<file path="src/rtl/sclp_pkg.sv">
// Shared constants and types for the serial command line parser.
// Used by rtl/serial_command_line_parser.sv; no other dependencies.
package sclp_pkg;

   typedef logic [7:0] byte_type;
   typedef logic [1:0] arg_phase_type;
   typedef logic [1:0] csr_index_type;

   // Argument scan phases after the keyword
   localparam arg_phase_type PHASE_SKIP   = 2'd0;
   localparam arg_phase_type PHASE_DIGITS = 2'd1;
   localparam arg_phase_type PHASE_DONE   = 2'd2;
   localparam arg_phase_type PHASE_NONE   = 2'd3;

   // Register indexes
   localparam csr_index_type CSR_DEFAULT_SCALE = 2'd0;
   localparam csr_index_type CSR_MIN_SCALE     = 2'd1;
   localparam csr_index_type CSR_MAX_SCALE     = 2'd2;

   localparam byte_type RESET_DEFAULT_SCALE = 8'd4;
   localparam byte_type RESET_MIN_SCALE     = 8'd1;
   localparam byte_type RESET_MAX_SCALE     = 8'd8;

   // Command kinds
   localparam logic KIND_PING = 1'b0;
   localparam logic KIND_SNAP = 1'b1;

   localparam byte_type CHAR_CR    = 8'h0D;
   localparam byte_type CHAR_LF    = 8'h0A;
   localparam byte_type CHAR_TAB   = 8'h09;
   localparam byte_type CHAR_SPACE = 8'h20;
   localparam byte_type CHAR_NUL   = 8'h00;
   localparam byte_type CHAR_ZERO  = 8'h30;
   localparam byte_type CHAR_NINE  = 8'h39;
   localparam byte_type SAT_MAX    = 8'hFF;

   localparam int KEYWORD_LEN = 4;

   localparam byte_type WORD_PING [KEYWORD_LEN] = '{8'h50, 8'h49, 8'h4E, 8'h47};
   localparam byte_type WORD_SNAP [KEYWORD_LEN] = '{8'h53, 8'h4E, 8'h41, 8'h50};

endpackage

</file>
<file path="src/rtl/serial_command_line_parser.sv">
// Serial command line parser: streams received bytes, emits ping/snap commands.
// Depends on rtl/sclp_pkg.sv for character codes, phases and register indexes.
//
// Usage:
//   req channel carries one received byte per word (req_tdata).
//   rsp channel carries one command per word: rsp_tuser = kind (0 ping, 1 snap),
//   rsp_tdata = scale. Only a newline that closes a PING or SNAP line gives a word.
//   csr port writes default_scale (0), min_scale (1), max_scale (2); write only
//   while no byte is in flight.
// Timing:
//   One byte per cycle sustained while rsp is not stalled, as the throughput is set
//   by the single line-state update per cycle. A byte is held in an input register;
//   the line state and result register are updated from it when the pipeline
//   advances, so a command is presented on rsp after its newline leaves the input register.
// Reset:
//   Synchronous, active high. Clears the line state, both word registers and
//   reloads the register defaults (4, 1, 8).
// Stall:
//   When rsp_tready is low with a command waiting, the pipeline holds and
//   req_tready drops once the input register is also occupied; nothing is lost.
module serial_command_line_parser #(
   parameter int LINE_CAPACITY = 32
) (
   input  logic       clock,
   input  logic       reset,
   input  logic       req_tvalid,
   output logic       req_tready,
   input  logic [7:0] req_tdata,   // [7:0] rx_byte
   output logic       rsp_tvalid,
   input  logic       rsp_tready,
   output logic [7:0] rsp_tdata,   // [7:0] scale_value
   output logic [0:0] rsp_tuser,   // [0] command_kind
   input  logic       csr_we,
   input  logic [1:0] csr_index,
   input  logic [7:0] csr_wdata
);

   localparam int CW = $clog2(LINE_CAPACITY);
   localparam logic [CW-1:0] COUNT_LIMIT = CW'(LINE_CAPACITY - 1);
   localparam logic [CW-1:0] KEY_LEN     = CW'(sclp_pkg::KEYWORD_LEN);

   // configuration
   logic [7:0] default_scale_ff, min_scale_ff, max_scale_ff;

   // input register
   logic       in_valid_ff;
   logic [7:0] in_byte_ff;

   // line state
   logic [CW-1:0]           char_count_ff, char_count_in;
   logic                    ping_match_ff, ping_match_in;
   logic                    snap_match_ff, snap_match_in;
   logic                    ended_ff, ended_in;
   sclp_pkg::arg_phase_type phase_ff, phase_in;
   logic [7:0]              accum_ff, accum_in;

   // result register
   logic       out_valid_ff;
   logic       out_kind_ff, out_kind_in;
   logic [7:0] out_scale_ff, out_scale_in;
   logic       out_fire;

   logic advance;
   assign advance    = !out_valid_ff || rsp_tready;
   assign req_tready = !in_valid_ff || advance;

   assign rsp_tvalid   = out_valid_ff;
   assign rsp_tdata    = out_scale_ff;
   assign rsp_tuser[0] = out_kind_ff;

   always_ff @(posedge clock) begin
      if (reset) begin
         default_scale_ff <= sclp_pkg::RESET_DEFAULT_SCALE;
         min_scale_ff     <= sclp_pkg::RESET_MIN_SCALE;
         max_scale_ff     <= sclp_pkg::RESET_MAX_SCALE;
      end else if (csr_we) begin
         unique case (csr_index)
            sclp_pkg::CSR_DEFAULT_SCALE: default_scale_ff <= csr_wdata;
            sclp_pkg::CSR_MIN_SCALE:     min_scale_ff     <= csr_wdata;
            sclp_pkg::CSR_MAX_SCALE:     max_scale_ff     <= csr_wdata;
            default: ;
         endcase
      end
   end

   always_ff @(posedge clock) begin
      if (reset) begin
         in_valid_ff <= 1'b0;
      end else if (req_tready) begin
         in_valid_ff <= req_tvalid;
      end
      if (req_tready && req_tvalid) begin
         in_byte_ff <= req_tdata;
      end
   end

   logic        is_digit, is_blank;
   logic [3:0]  digit_val;
   logic [11:0] accum_next;
   logic [7:0]  bounded;

   always_comb begin
      is_digit   = (in_byte_ff >= sclp_pkg::CHAR_ZERO) && (in_byte_ff <= sclp_pkg::CHAR_NINE);
      is_blank   = (in_byte_ff == sclp_pkg::CHAR_SPACE) || (in_byte_ff == sclp_pkg::CHAR_TAB);
      digit_val  = 4'(in_byte_ff - sclp_pkg::CHAR_ZERO);
      accum_next = 12'(accum_ff) * 12'd10 + 12'(digit_val);

      // lower bound checked first, so with min above max a value below min yields min and any other yields max
      if (accum_ff < min_scale_ff) begin
         bounded = min_scale_ff;
      end else if (accum_ff > max_scale_ff) begin
         bounded = max_scale_ff;
      end else begin
         bounded = accum_ff;
      end

      char_count_in = char_count_ff;
      ping_match_in = ping_match_ff;
      snap_match_in = snap_match_ff;
      ended_in      = ended_ff;
      phase_in      = phase_ff;
      accum_in      = accum_ff;
      out_fire      = 1'b0;
      out_kind_in   = sclp_pkg::KIND_PING;
      out_scale_in  = default_scale_ff;

      if (in_byte_ff == sclp_pkg::CHAR_CR) begin
         // ignored
      end else if (in_byte_ff == sclp_pkg::CHAR_LF || char_count_ff >= COUNT_LIMIT) begin
         if (in_byte_ff == sclp_pkg::CHAR_LF && char_count_ff >= KEY_LEN) begin
            if (ping_match_ff) begin
               out_fire = 1'b1;
            end else if (snap_match_ff) begin
               out_fire    = 1'b1;
               out_kind_in = sclp_pkg::KIND_SNAP;
               if (phase_ff == sclp_pkg::PHASE_DIGITS || phase_ff == sclp_pkg::PHASE_DONE) begin
                  out_scale_in = bounded;
               end
            end
         end
         // end of line or overflow: back to an empty line
         char_count_in = '0;
         ping_match_in = 1'b1;
         snap_match_in = 1'b1;
         ended_in      = 1'b0;
         phase_in      = sclp_pkg::PHASE_SKIP;
         accum_in      = '0;
      end else begin
         char_count_in = char_count_ff + 1'b1;
         if (!ended_ff) begin
            if (char_count_ff < KEY_LEN) begin
               if (in_byte_ff != sclp_pkg::WORD_PING[char_count_ff[1:0]]) begin
                  ping_match_in = 1'b0;
               end
               if (in_byte_ff != sclp_pkg::WORD_SNAP[char_count_ff[1:0]]) begin
                  snap_match_in = 1'b0;
               end
               if (in_byte_ff == sclp_pkg::CHAR_NUL) begin
                  ended_in = 1'b1;
               end
            end else if (in_byte_ff == sclp_pkg::CHAR_NUL) begin
               ended_in = 1'b1;
               if (phase_ff == sclp_pkg::PHASE_SKIP) begin
                  phase_in = sclp_pkg::PHASE_NONE;
               end else if (phase_ff == sclp_pkg::PHASE_DIGITS) begin
                  phase_in = sclp_pkg::PHASE_DONE;
               end
            end else if (phase_ff == sclp_pkg::PHASE_SKIP) begin
               if (is_digit) begin
                  accum_in = 8'(digit_val);
                  phase_in = sclp_pkg::PHASE_DIGITS;
               end else if (!is_blank) begin
                  phase_in = sclp_pkg::PHASE_NONE;
               end
            end else if (phase_ff == sclp_pkg::PHASE_DIGITS) begin
               if (is_digit) begin
                  accum_in = (accum_next > 12'(sclp_pkg::SAT_MAX)) ? sclp_pkg::SAT_MAX
                                                                  : accum_next[7:0];
               end else begin
                  phase_in = sclp_pkg::PHASE_DONE;
               end
            end
         end
      end
   end

   always_ff @(posedge clock) begin
      if (reset) begin
         char_count_ff <= '0;
         ping_match_ff <= 1'b1;
         snap_match_ff <= 1'b1;
         ended_ff      <= 1'b0;
         phase_ff      <= sclp_pkg::PHASE_SKIP;
         accum_ff      <= '0;
         out_valid_ff  <= 1'b0;
      end else if (advance) begin
         out_valid_ff <= in_valid_ff && out_fire;
         if (in_valid_ff) begin
            char_count_ff <= char_count_in;
            ping_match_ff <= ping_match_in;
            snap_match_ff <= snap_match_in;
            ended_ff      <= ended_in;
            phase_ff      <= phase_in;
            accum_ff      <= accum_in;
         end
      end
      if (advance && in_valid_ff && out_fire) begin
         out_kind_ff  <= out_kind_in;
         out_scale_ff <= out_scale_in;
      end
   end

endmodule

</file>
<file path="config.mk">
export PLATFORM = sky130hd
export DESIGN_NAME = serial_command_line_parser
export DESIGN_NICKNAME = d
export VERILOG_FILES = /design/src/rtl/sclp_pkg.sv /design/src/rtl/serial_command_line_parser.sv
export SDC_FILE = /design/constraint.sdc
export NUM_CORES = 1
export LEC_CHECK = 0
export BUFFER_PORTS_ARGS = -buffer_cell sky130_fd_sc_hd__buf_2
export CAP_MARGIN = 5
export CORE_MARGIN = 2
export CORE_UTILIZATION = 54
export DETAILED_ROUTE_END_ITERATION = 16
export GPL_TIMING_DRIVEN = 0
export PLACE_DENSITY = 0.79
export SYNTH_ARGS = -nofsm -noshare
export SYNTH_HDL_FRONTEND = slang
export SYNTH_SLANG_ARGS = --single-unit
</file>
<file path="constraint.sdc">
create_clock -name clock -period 2.7 [get_ports clock]
set_input_delay 0 -clock clock [delete_from_list [all_inputs] [get_ports clock]]
set_output_delay 0 -clock clock [all_outputs]
set_load 0.1 [all_outputs]
</file>
# After elaboration in Yosys (flattened, before gate mapping)
# Cells that the tools add are included.
# word_totals
reg_bits	61
word_cells	128
# op_classes
addsub	3
mul	1
order_cmp	9
n_eq_ne	17
mux	51
bitwise	4
reduce_logical	29
# op_table
op	count
8-bit 2-to-1 mux	21
8-bit binary-select mux with 2-bit select	2
8-bit by 4-bit equality test with 1-bit output, second input constant	3
2-bit 2-to-1 mux	11
1-bit 2-to-1 mux	16
8-bit != test	2
12-bit by 4-bit adder with 12-bit output	1
12-bit by 8-bit greater-than comparator with 1-bit output, second input constant	1
6-bit AND reduction	2
8-bit by 3-bit multiplier with 11-bit output, second input constant	1
9-bit AND reduction	1
8-bit by 6-bit equality test with 1-bit output, second input constant	1
8-bit by 6-bit greater-or-equal comparator with 1-bit output, second input constant	1
8-bit greater-than comparator	1
8-bit by 6-bit <= comparator with 1-bit output, second input constant	1
8-bit zero test	1
8-bit < comparator	1
8-bit AND reduction	1
1-bit logical AND	6
3-bit != test, second input constant	2
2-bit AND reduction	3
2-bit nonzero test	3
5-bit by 1-bit adder with 5-bit output, second input constant	1
5-bit by 3-bit greater-or-equal comparator with 1-bit output, second input constant	1
19 further kinds	30

# Logic depth before layout (Yosys ltp)
# Gate-level depths: netlist of run 1.
# depth
word_depth	11
depth_mapped	9

# Worst setup path after synthesis of run 1
# No wires, ideal clock.
# synth_path
path_kind	reg-to-reg
start	register accum_ff[1]
end	register accum_ff[4]
arrival_time_ns	2.707
required_ns	2.578
slack_ns	-0.128
path_stages_with_launch	10
path_buffers	0
synth_period_minus_slack_ns	2.828
path_cell_list	dfxtp_1 ha_1 ha_1 fa_1 xor2_1 nand3_1 nor4_1 mux2i_1 a21boi_1 a221o_1
# synth_via
elab_chain_len	11
# synth_rtl
element	line_no	rtl
start: declaration	serial_command_line_parser.sv:55	logic [7:0] accum_ff, accum_in;
start signal: assignment	serial_command_line_parser.sv:204	accum_ff <= accum_in;
8-bit by 3-bit multiplier with 11-bit output *	serial_command_line_parser.sv:106	accum_next = 12'(accum_ff) * 12'd10 + 12'(digit_val);
12-bit by 4-bit adder with 12-bit output *	serial_command_line_parser.sv:106	
12-bit by 8-bit greater-than comparator with 1-bit output	serial_command_line_parser.sv:177	accum_in = (accum_next > 12'(sclp_pkg::SAT_MAX)) ? sclp_pkg::SAT_MAX
8-bit 2-to-1 mux *	serial_command_line_parser.sv:177	
8-bit 2-to-1 mux *	serial_command_line_parser.sv:176	if (is_digit) begin
8-bit 2-to-1 mux *	serial_command_line_parser.sv:175	end else if (phase_ff == sclp_pkg::PHASE_DIGITS) begin
8-bit 2-to-1 mux *	serial_command_line_parser.sv:168	end else if (phase_ff == sclp_pkg::PHASE_SKIP) begin
8-bit 2-to-1 mux *	serial_command_line_parser.sv:161	end else if (in_byte_ff == sclp_pkg::CHAR_NUL) begin
8-bit 2-to-1 mux *	serial_command_line_parser.sv:151	if (char_count_ff < KEY_LEN) begin
8-bit 2-to-1 mux *	serial_command_line_parser.sv:150	if (!ended_ff) begin
8-bit 2-to-1 mux *	serial_command_line_parser.sv:129	end else if (in_byte_ff == sclp_pkg::CHAR_LF || char_count_ff >= COUNT_LIMIT) begin
# Every way passes the cells marked *; elsewhere a longest branch is shown, timed or not. The select of a mux whose other input is x is not followed.
# A chain may end at the register's enable or synchronous reset.

# Final worst setup path of run 1
# layout_path
start	register accum_ff[3]
end	register accum_ff[3]
# layout_via
elab_chain_len	11
# layout_rtl
element	line_no
8-bit by 3-bit multiplier with 11-bit output	serial_command_line_parser.sv:106
12-bit by 4-bit adder with 12-bit output	serial_command_line_parser.sv:106
12-bit by 8-bit greater-than comparator with 1-bit output	serial_command_line_parser.sv:177
8-bit 2-to-1 mux	serial_command_line_parser.sv:177
8-bit 2-to-1 mux	serial_command_line_parser.sv:176
8-bit 2-to-1 mux	serial_command_line_parser.sv:175
8-bit 2-to-1 mux	serial_command_line_parser.sv:168
8-bit 2-to-1 mux	serial_command_line_parser.sv:161
8-bit 2-to-1 mux	serial_command_line_parser.sv:151
8-bit 2-to-1 mux	serial_command_line_parser.sv:150
8-bit 2-to-1 mux	serial_command_line_parser.sv:129
# Every way passes these cells. The select of a mux whose other input is x is not followed.

==> results.toml, run 1 <==
[run_status]
status = "completed"

[layout]
drive_above_1_share_pct = 21.0
diodes = 0
nNetsFinal = 523
instances_no_fill = 547
areaGrowthSynthToFinish_pct = 21.5

[logic_synthesis]
yosysMostFrequentCell = "nor2_1"
synth_nets = 452
synthTopCellsByArea = "dfxtp_1 24%, edfxtp_1 14%, ha_1 12%, mux2i_1 6.5%, nor2_1 4.6%"
synth_top_area_share_pct = 23.8
yosysSeqAreaShare_pct = 37.6
avgSynthCellArea_sq_um = 9.46
post_synth_num_cell_types = 63
synth-async-reset-ratio_pct = 0
ys_warn_count = 0
ys_ff_latch = 61
yosys_most_used_dff = "dfxtp_1"
synth_top_area_cell = "dfxtp_1"
netlist_area_sq_um = 3700
synth_common_cells = "45 x nor2_1, 44 x dfxtp_1, 36 x ha_1"
synth_edf_count = 17
netlist_instances = 391

[routing]
viasPerCell = 5.68
drtIter0Drc = 147
drtAntennaViolNets = 0
routedWlPerCell_microns = 15.6
via_count = 3108
drc = 0
wl_microns = 8560
dr.pass1.iters = 4

[timing]
skew_ps = 10.5
tightest_slew_ps = 644
rsz0062_at_grt = "yes"
min_period_over_period_pct = 98.8
max_freq_mhz = 375
finalHoldViolCount = 0
slew_headroom_pct = 57.0
drv_slew = 0
setup_viol_count_final = 0
min_period_ps = 2670
setup_tns_ps = 0

[placed_design]
io_buffers = 33
dp.cells = 504
dp_hpwl_microns = 6010
place.gp.congestion = 0.875

[clocking]
cts_num_sinks = 61
tritoncts = "yes"
clockRootBuffer = "clkbuf_8"
cts_buffers = 9
clockBufferDepth = 2
clk_latency_ps = 340
htreeDepth = 3
cts.reportedPaths.clkPinSlew_ps = 70

[power_and_ir_drop]
ir_drop_mv = 0.411
leakage_nw = 1.94
p_per_area_nw_per_um2 = 424

[global_routing]
antenna_found_initial = 0
grt_pass1_wl_microns = 14100
grt_util_all_layers_pct = 23.9
grt_max_degree = 11
first_global_vias = 3053
overflow = 0

[floorplanning]
dieArea_sq_um = 7520
start_util_pct = 55.0
rows = 30
core_sq_um = 6720
die_h_microns = 86.7
die_w_microns = 86.7
io_pins = 34

[worst_setup_path]
worstSetupEndpointType = "flop"
cp.arrival_ps = 2900
crit_required_ps = 2940
start_kind = "flop"
path_class = "reg -> reg"
path_max_fanout = 4

[job]
maxCapViolations = 0

[min_path]
hold_path.class = "in -> reg"
## power by group
group / switching [mW] / internal (mW)
Combinational: 0.100 / 0.0953
Clock: 0.347 / 0.373
Sequential: 0.0275 / 0.964
Total: 0.474 / 1.43
## path summary, 6_finish.rpt
check                      startpoint                   to  slack [ps]  cells past startpoint
hold / removal                  reset           rsp_tvalid          40                      3
setup reg to reg          accum_ff[3]          accum_ff[3]          30                      8
hold reg to reg   default_scale_ff[2]  default_scale_ff[2]         480                      2
setup / recovery          accum_ff[3]          accum_ff[3]          30                      8
## cells by family after synthesis
family                     synth area share (%)
muxes                                      6.50
xor gates and xnor gates                   2.84
and+or+nand+nor                            19.5
buffers and inverters                      4.47
AOI/OAI and AO/OA                          15.8
DFF                                        37.6
adders and majority gates                  13.3
## critical path: stages, from the launching register on
cell,delay (ps)
dfxtp_4,370
ha_4,240
ha_4,170
fa_2,600
nand3_2,120
nor4_4,300
mux2i_2,330
o2111ai_1,150
a32o_1,280
## stage by stage
step / hold slack [ps] / setup slack, ps / total power, mW / util, % / cell area [sq um]
2_1_floorplan: 98.9 / -5.03 / 1.13 / - / 3710
3_3_place_gp: 176 / -347 / 1.17 / 59.2 / 3980
3_5_place_dp: 179 / -383 / 1.18 / 59.2 / 3980
4_1_cts: 20.9 / 9.28 / 1.92 / 65.1 / 4380
5_1_grt: 56.3 / -79.7 / 1.99 / 66.9 / 4490
6_report: 39.5 / 31.3 / 1.91 / 66.9 / 4490
## final cells by class
| class | count | area (sq um) |
|---|---|---|
| clock buffer | 11 | 151 |
| sequential | 61 | 1410 |
| inverter | 25 | 97.6 |
| tap | 80 | 100 |
| multi-input combinational | 292 | 2230 |
| buffer | 13 | 71.3 |
| fill | 522 | 2230 |
| timing repair inverter | 1 | 7.51 |
| clock inverter | 5 | 25.0 |
| timing repair buffer | 59 | 405 |
## state kept, by name, indices dropped and copies added (netlist names)
register and flops:
accum_ff 8, default_scale_ff 8, in_byte_ff 8, max_scale_ff 8
min_scale_ff 8, rsp_tdata 8, char_count_ff 5, phase_ff 2
ended_ff 1, in_valid_ff 1, ping_match_ff 1, rsp_tuser 1
rsp_tvalid 1, snap_match_ff 1
## cells in the final DEF (no fill, tap or decap), drive strengths merged, types with 4 or more instances in the layout
master / count
dlygate4sd3: 18
nand3: 7
mux2i: 24
o31ai: 8
nor4: 4
nor2: 46
o21ai: 10
xor2: 4
or2: 8
inv: 24
xnor2: 8
nor3: 5
nand2b: 4
ha: 36
a221o: 4
a221oi: 8
nand3b: 6
buf: 47
and2: 11
a21o: 8
clkinv: 4
nand4: 6
edfxtp: 17
nand2: 22
dfxtp: 44
a21oi: 16
clkbuf: 18
## per-layer routing
metal,part of all wire (%),up-vias,track usage (%)
li1,-,1565,-
met1,45,1425,29.3
met2,48,101,40.7
met3,4.9,17,5.71
met4,2.2,0,9.09
met5,0,-,0
## timing repair
item | 4_1_cts | 5_1_grt
setup endpoints to repair | 17 | 21
pin swaps | 1 | 9
hold buffers | 18 | 0
buffers inserted | 2 | 6
gates resized for setup | 7 | 17
gates cloned | 0 | 1
endpoints found under the hold margin | 34 | 0
Note: power is estimated with default switching activity, not from simulation.
==> run 2: changes to the inputs <==
--- a/config.mk
+++ b/config.mk
@@ -7,6 +7,7 @@
 export LEC_CHECK = 0
 export BUFFER_PORTS_ARGS = -buffer_cell sky130_fd_sc_hd__buf_2
 export CAP_MARGIN = 5
+export CORE_ASPECT_RATIO = 0.5
 export CORE_MARGIN = 2
 export CORE_UTILIZATION = 54
 export DETAILED_ROUTE_END_ITERATION = 16
==> results.toml, run 2 (synthesis gave the netlist of run 1 again) <==
[timing]
drv_slew = 0
rsz0062_at_grt = "yes"
setup_viol_count_final = 0
min_period_ps = 2660
slew_headroom_pct = 53.4
tightest_slew_ps = 698
min_period_over_period_pct = 98.4
holdWs_ps = 67.3
skew_ps = 9.36
max_freq_mhz = 376
finalHoldViolCount = 0

[layout]
areaGrowthSynthToFinish_pct = 25.3
diodes = 0
layout_commonest_cell = "nor2_1"
nNetsFinal = 525
layout_common_cells = "44 x nor2_1, 37 x dfxtp_1, 33 x buf_2, 31 x ha_1, 24 x inv_1"
finalInstanceArea_sq_um = 4630
nFillCells = 486
regArea_sq_um = 1410
drive_above_1_share_pct = 20.9
instances_no_fill = 560
multi_input_area_sq_um = 2240

[worst_setup_path]
rr_endpoint = "accum_ff[3]"
rrSetupSlack_ps = 40
slowest_delay_ps = 370
rr_startpoint = "accum_ff[3]"
worst_path_most_repeated_cell = "ha_4"
cp.arrival_ps = 2870
worstSetupEndpointType = "flop"
crit_required_ps = 2910
start_kind = "flop"
path_max_fanout = 4
critPathLaunch = "accum_ff[3]"
cp.depth = 9
path_class = "reg -> reg"
path_cells = "ha_4 -> ha_4 -> fa_2 -> xor2_2 -> nand3_1 -> nor4_2 -> mux2i_2 -> o2111ai_1 -> a32o_1"
worstRegToRegCells = 9
cpMaxStageDelayCell = "fa_2"
cp-endpoint = "accum_ff[3]"
critPathBufInv = 0
crit_family = "adder cells"

[power_and_ir_drop]
ir_drop_mv = 0.343
p_per_area_nw_per_um2 = 492
p_total_mw = 2.28
leakage_nw = 2.00

[global_routing]
grt_max_degree = 11
antenna_found_initial = 0
grt_util_all_layers_pct = 23.3
first_global_vias = 2981
grt_pass1_wl_microns = 13800
overflow = 0

[job]
maxCapViolations = 0

[min_path]
hold_path.class = "in -> reg"
min_from = "reset"

[clocking]
tritoncts = "yes"
clk_latency_ps = 330
clockBufferDepth = 2
cts_num_sinks = 61
clockRootBuffer = "clkbuf_16"
htreeDepth = 3
cts_buffers = 9
cts.reportedPaths.clkPinSlew_ps = 50

[routing]
drc = 0
routedWlPerCell_microns = 15.5
drtIter0Drc = 244
viasPerCell = 5.58
dr.pass1.iters = 4
via_count = 3122
wl_microns = 8670
drtAntennaViolNets = 0

[floorplanning]
io_pins = 34
start_util_pct = 55.6
rows = 21
dieArea_sq_um = 7560
core_sq_um = 6650
die_w_microns = 121
die_h_microns = 62.5

[run_status]
status = "completed"

[placed_design]
dp.cells = 516
placed_area_sq_um = 3990
place.gp.congestion = 0.931
io_buffers = 33
dp_hpwl_microns = 5890
==> run 2: changes by cell type in the layout (fill, tap and decap cells not counted), moves of 2 or more <==
cell / previous run / this run
clkbuf_1: 7 / 10
clkbuf_16: 0 / 9
clkbuf_8: 11 / 0
clkinv_1: 2 / 0
ha_1: 33 / 31
==> run 2: worst min path at each step <==
stage	endpoint	depth (start not counted)
CTS	phase_ff[1]	3
global route	max_scale_ff[0]	3
detailed placement	in_byte_ff[4]	1
finish	phase_ff[1]	3
global placement	in_byte_ff[3]	1
floorplan	in_byte_ff[0]	0
==> run 2: report_power, final <==
part / switching (mW) / internal (mW)
clock network: 0.387 / 0.705
logic: 0.0971 / 0.0964
registers: 0.0272 / 0.967
==> run 2: cell type report <==
cell class / count / share of cell area (%)
buffer: 13 / 1.54
tap: 92 / 2.49
clock inverter: 3 / 0.864
inverter: 25 / 2.11
sequential: 61 / 30.3
timing repair inverter: 1 / 0.162
clock buffer: 12 / 5.11
timing repair buffer: 61 / 9.13
multi-input combinational: 292 / 48.3
==> run 2: worst min-delay path, cell delays in order <==
cell,delay (ps)
buf_2,100
buf_4,190
nor2_1,60
==> run 2: through the flow <==
stage / worst slack (ps) / util, % / setup TNS, ps
after floorplan: -5.03 / - / -20.1
after global placement: -406 / 60.1 / -3300
after detailed placement: -439 / 60.1 / -3630
after CTS: 8.46 / 68.0 / 0
after global routing: -41.4 / 69.7 / -172
final: 43.0 / 69.7 / 0
==> run 2: routing by layer <==
metal	track usage (%)	up-vias	share of wire [%]
li1	-	1568	-
met1	30.5	1455	47
met2	36.9	88	46
met3	7.21	11	5.9
met4	7.27	0	1.1
met5	0	-	0
==> run 2: timing repair <==
action / in CTS / in global routing
pin swaps: 4 / 7
gates cloned: 0 / 1
setup buffers: 4 / 5
hold buffers: 19 / 0
resized for setup: 8 / 15
hold endpoints to repair: 34 / 0
endpoints found under the setup margin: 17 / 18
==> run 3: changes to the inputs <==
--- a/config.mk
+++ b/config.mk
@@ -9,10 +9,10 @@
 export CAP_MARGIN = 5
 export CORE_ASPECT_RATIO = 0.5
 export CORE_MARGIN = 2
-export CORE_UTILIZATION = 54
+export CORE_UTILIZATION = 34
 export DETAILED_ROUTE_END_ITERATION = 16
 export GPL_TIMING_DRIVEN = 0
-export PLACE_DENSITY = 0.79
+export PLACE_DENSITY = 0.55
 export SYNTH_ARGS = -nofsm -noshare
 export SYNTH_HDL_FRONTEND = slang
 export SYNTH_SLANG_ARGS = --single-unit
==> results.toml, run 3 (synthesis gave the netlist of run 1 again) <==
[clocking]
htreeDepth = 3
tritoncts = "yes"
cts.reportedPaths.clkPinSlew_ps = 50
cts_num_sinks = 61
cts_buffers = 9
clockRootBuffer = "clkbuf_16"
clk_latency_ps = 330
clockBufferDepth = 2

[floorplanning]
rows = 26
core_sq_um = 10400
dieArea_sq_um = 11800
die_w_microns = 151
die_h_microns = 77.7
start_util_pct = 35.6
io_pins = 34

[layout]
layout_common_cells = "44 x nor2_1, 37 x dfxtp_1, 33 x buf_2, 32 x ha_1, 24 x inv_1"
multi_input_area_sq_um = 2240
final_util_pct = 45.7
nNetsFinal = 525
drive_above_1_share_pct = 21.3
instances_no_fill = 609
diodes = 0
nFillCells = 988
regArea_sq_um = 1410
layout_commonest_cell = "nor2_1"
areaGrowthSynthToFinish_pct = 28.3
finalInstanceArea_sq_um = 4740

[power_and_ir_drop]
ir_drop_mv = 0.284
leakage_nw = 2.02
p_per_area_nw_per_um2 = 518
p_total_mw = 2.46

[placed_design]
io_buffers = 33
pre_cts_ws_ps = -503
dp_hpwl_microns = 6430
dp.cells = 564
placed_area_sq_um = 4050
place.gp.congestion = 0.822

[worst_setup_path]
path_class = "reg -> reg"
critPathBufInv = 1
cp.arrival_ps = 2870
critPathLaunch = "accum_ff[1]"
cp-endpoint = "accum_ff[1]"
worst_path_most_repeated_cell = "ha_4"
worstRegToRegCells = 10
cpMaxStageDelayCell = "fa_2"
rr_endpoint = "accum_ff[1]"
path_max_fanout = 4
cp.depth = 10
worstSetupEndpointType = "flop"
rrSetupSlack_ps = 40
crit_family = "adder cells"
rr_startpoint = "accum_ff[1]"
path_cells = "ha_4 -> ha_4 -> fa_2 -> xor2_2 -> nand3_2 -> nor4_4 -> mux2i_2 -> buf_4 -> a2bb2oi_1 -> a22o_1"
start_kind = "flop"
slowest_delay_ps = 380
crit_required_ps = 2910

[routing]
drtAntennaViolNets = 0
dr.pass1.iters = 4
wl_microns = 8880
via_count = 3064
routedWlPerCell_microns = 14.6
drtIter0Drc = 143
viasPerCell = 5.03
drc = 0

[run_status]
status = "completed"

[min_path]
hold_path.class = "in -> reg"

[global_routing]
grt_pass1_wl_microns = 14700
overflow = 0
grt_max_degree = 12
antenna_found_initial = 0
first_global_vias = 2889
grt_util_all_layers_pct = 16.2

[timing]
max_freq_mhz = 376
min_period_over_period_pct = 98.4
finalHoldViolCount = 0
finalWorstSetupSlack_ps = 43.3
rsz0062_at_grt = "yes"
min_period_ps = 2660
setup_viol_count_final = 0
setup_tns_ps = 0
drv_slew = 0
tightest_slew_ps = 764
skew_ps = 6.80
slew_headroom_pct = 49.0
holdWs_ps = 72.0

[job]
maxCapViolations = 0
run 3: worst min path at each step:
stage,slack (ps),depth (start not counted),start,endpoint
after floorplan,100,0,req_tdata[0],in_byte_ff[0]
after global placement,180,1,req_tdata[6],in_byte_ff[6]
after detailed placement,180,1,req_tdata[6],in_byte_ff[6]
after CTS,50,3,reset,max_scale_ff[7]
after global routing,70,3,reset,max_scale_ff[7]
final,70,3,reset,max_scale_ff[7]
run 3: layout make-up:
type | instances | share of cell area, %
Timing Repair Buffer | 61 | 8.92
Clock inverter | 4 | 1.50
Clock buffer | 12 | 5.41
Multi-Input combinational cell | 292 | 47.2
Inverter | 25 | 2.06
Timing Repair inverter | 1 | 0.106
Sequential cell | 61 | 29.6
Tap cell | 140 | 3.69
Buffer | 13 | 1.50
run 3: where the power goes:
| part | internal (mW) | switching [mW] | leakage, nW | total, mW |
|---|---|---|---|---|
| Clock | 0.855 | 0.413 | 0.156 | 1.27 |
| Sequential | 0.966 | 0.0286 | 0.530 | 0.995 |
| Combinational | 0.0961 | 0.0987 | 1.34 | 0.195 |
run 3: repair_timing:
action,4_1_cts,5_1_grt
buffers inserted,4,5
hold buffers,19,0
pin swaps,5,6
hold endpoints to repair,34,0
resized for setup,11,12
setup endpoints to repair,22,9
gates cloned,1,0
run 3: tightest hold or removal path, stage by stage:
cell and delay [ps]:
buf_2 100, buf_4 190, nor2_1 60
run 3: per-layer routing:
layer | part of all wire (%) | global-route usage, % | vias up
met5 | 0 | 0 | -
met4 | 0.92 | 4.39 | 0
met3 | 4.8 | 4.59 | 7
met2 | 40 | 23.3 | 65
met1 | 54 | 23.5 | 1423
li1 | - | - | 1569
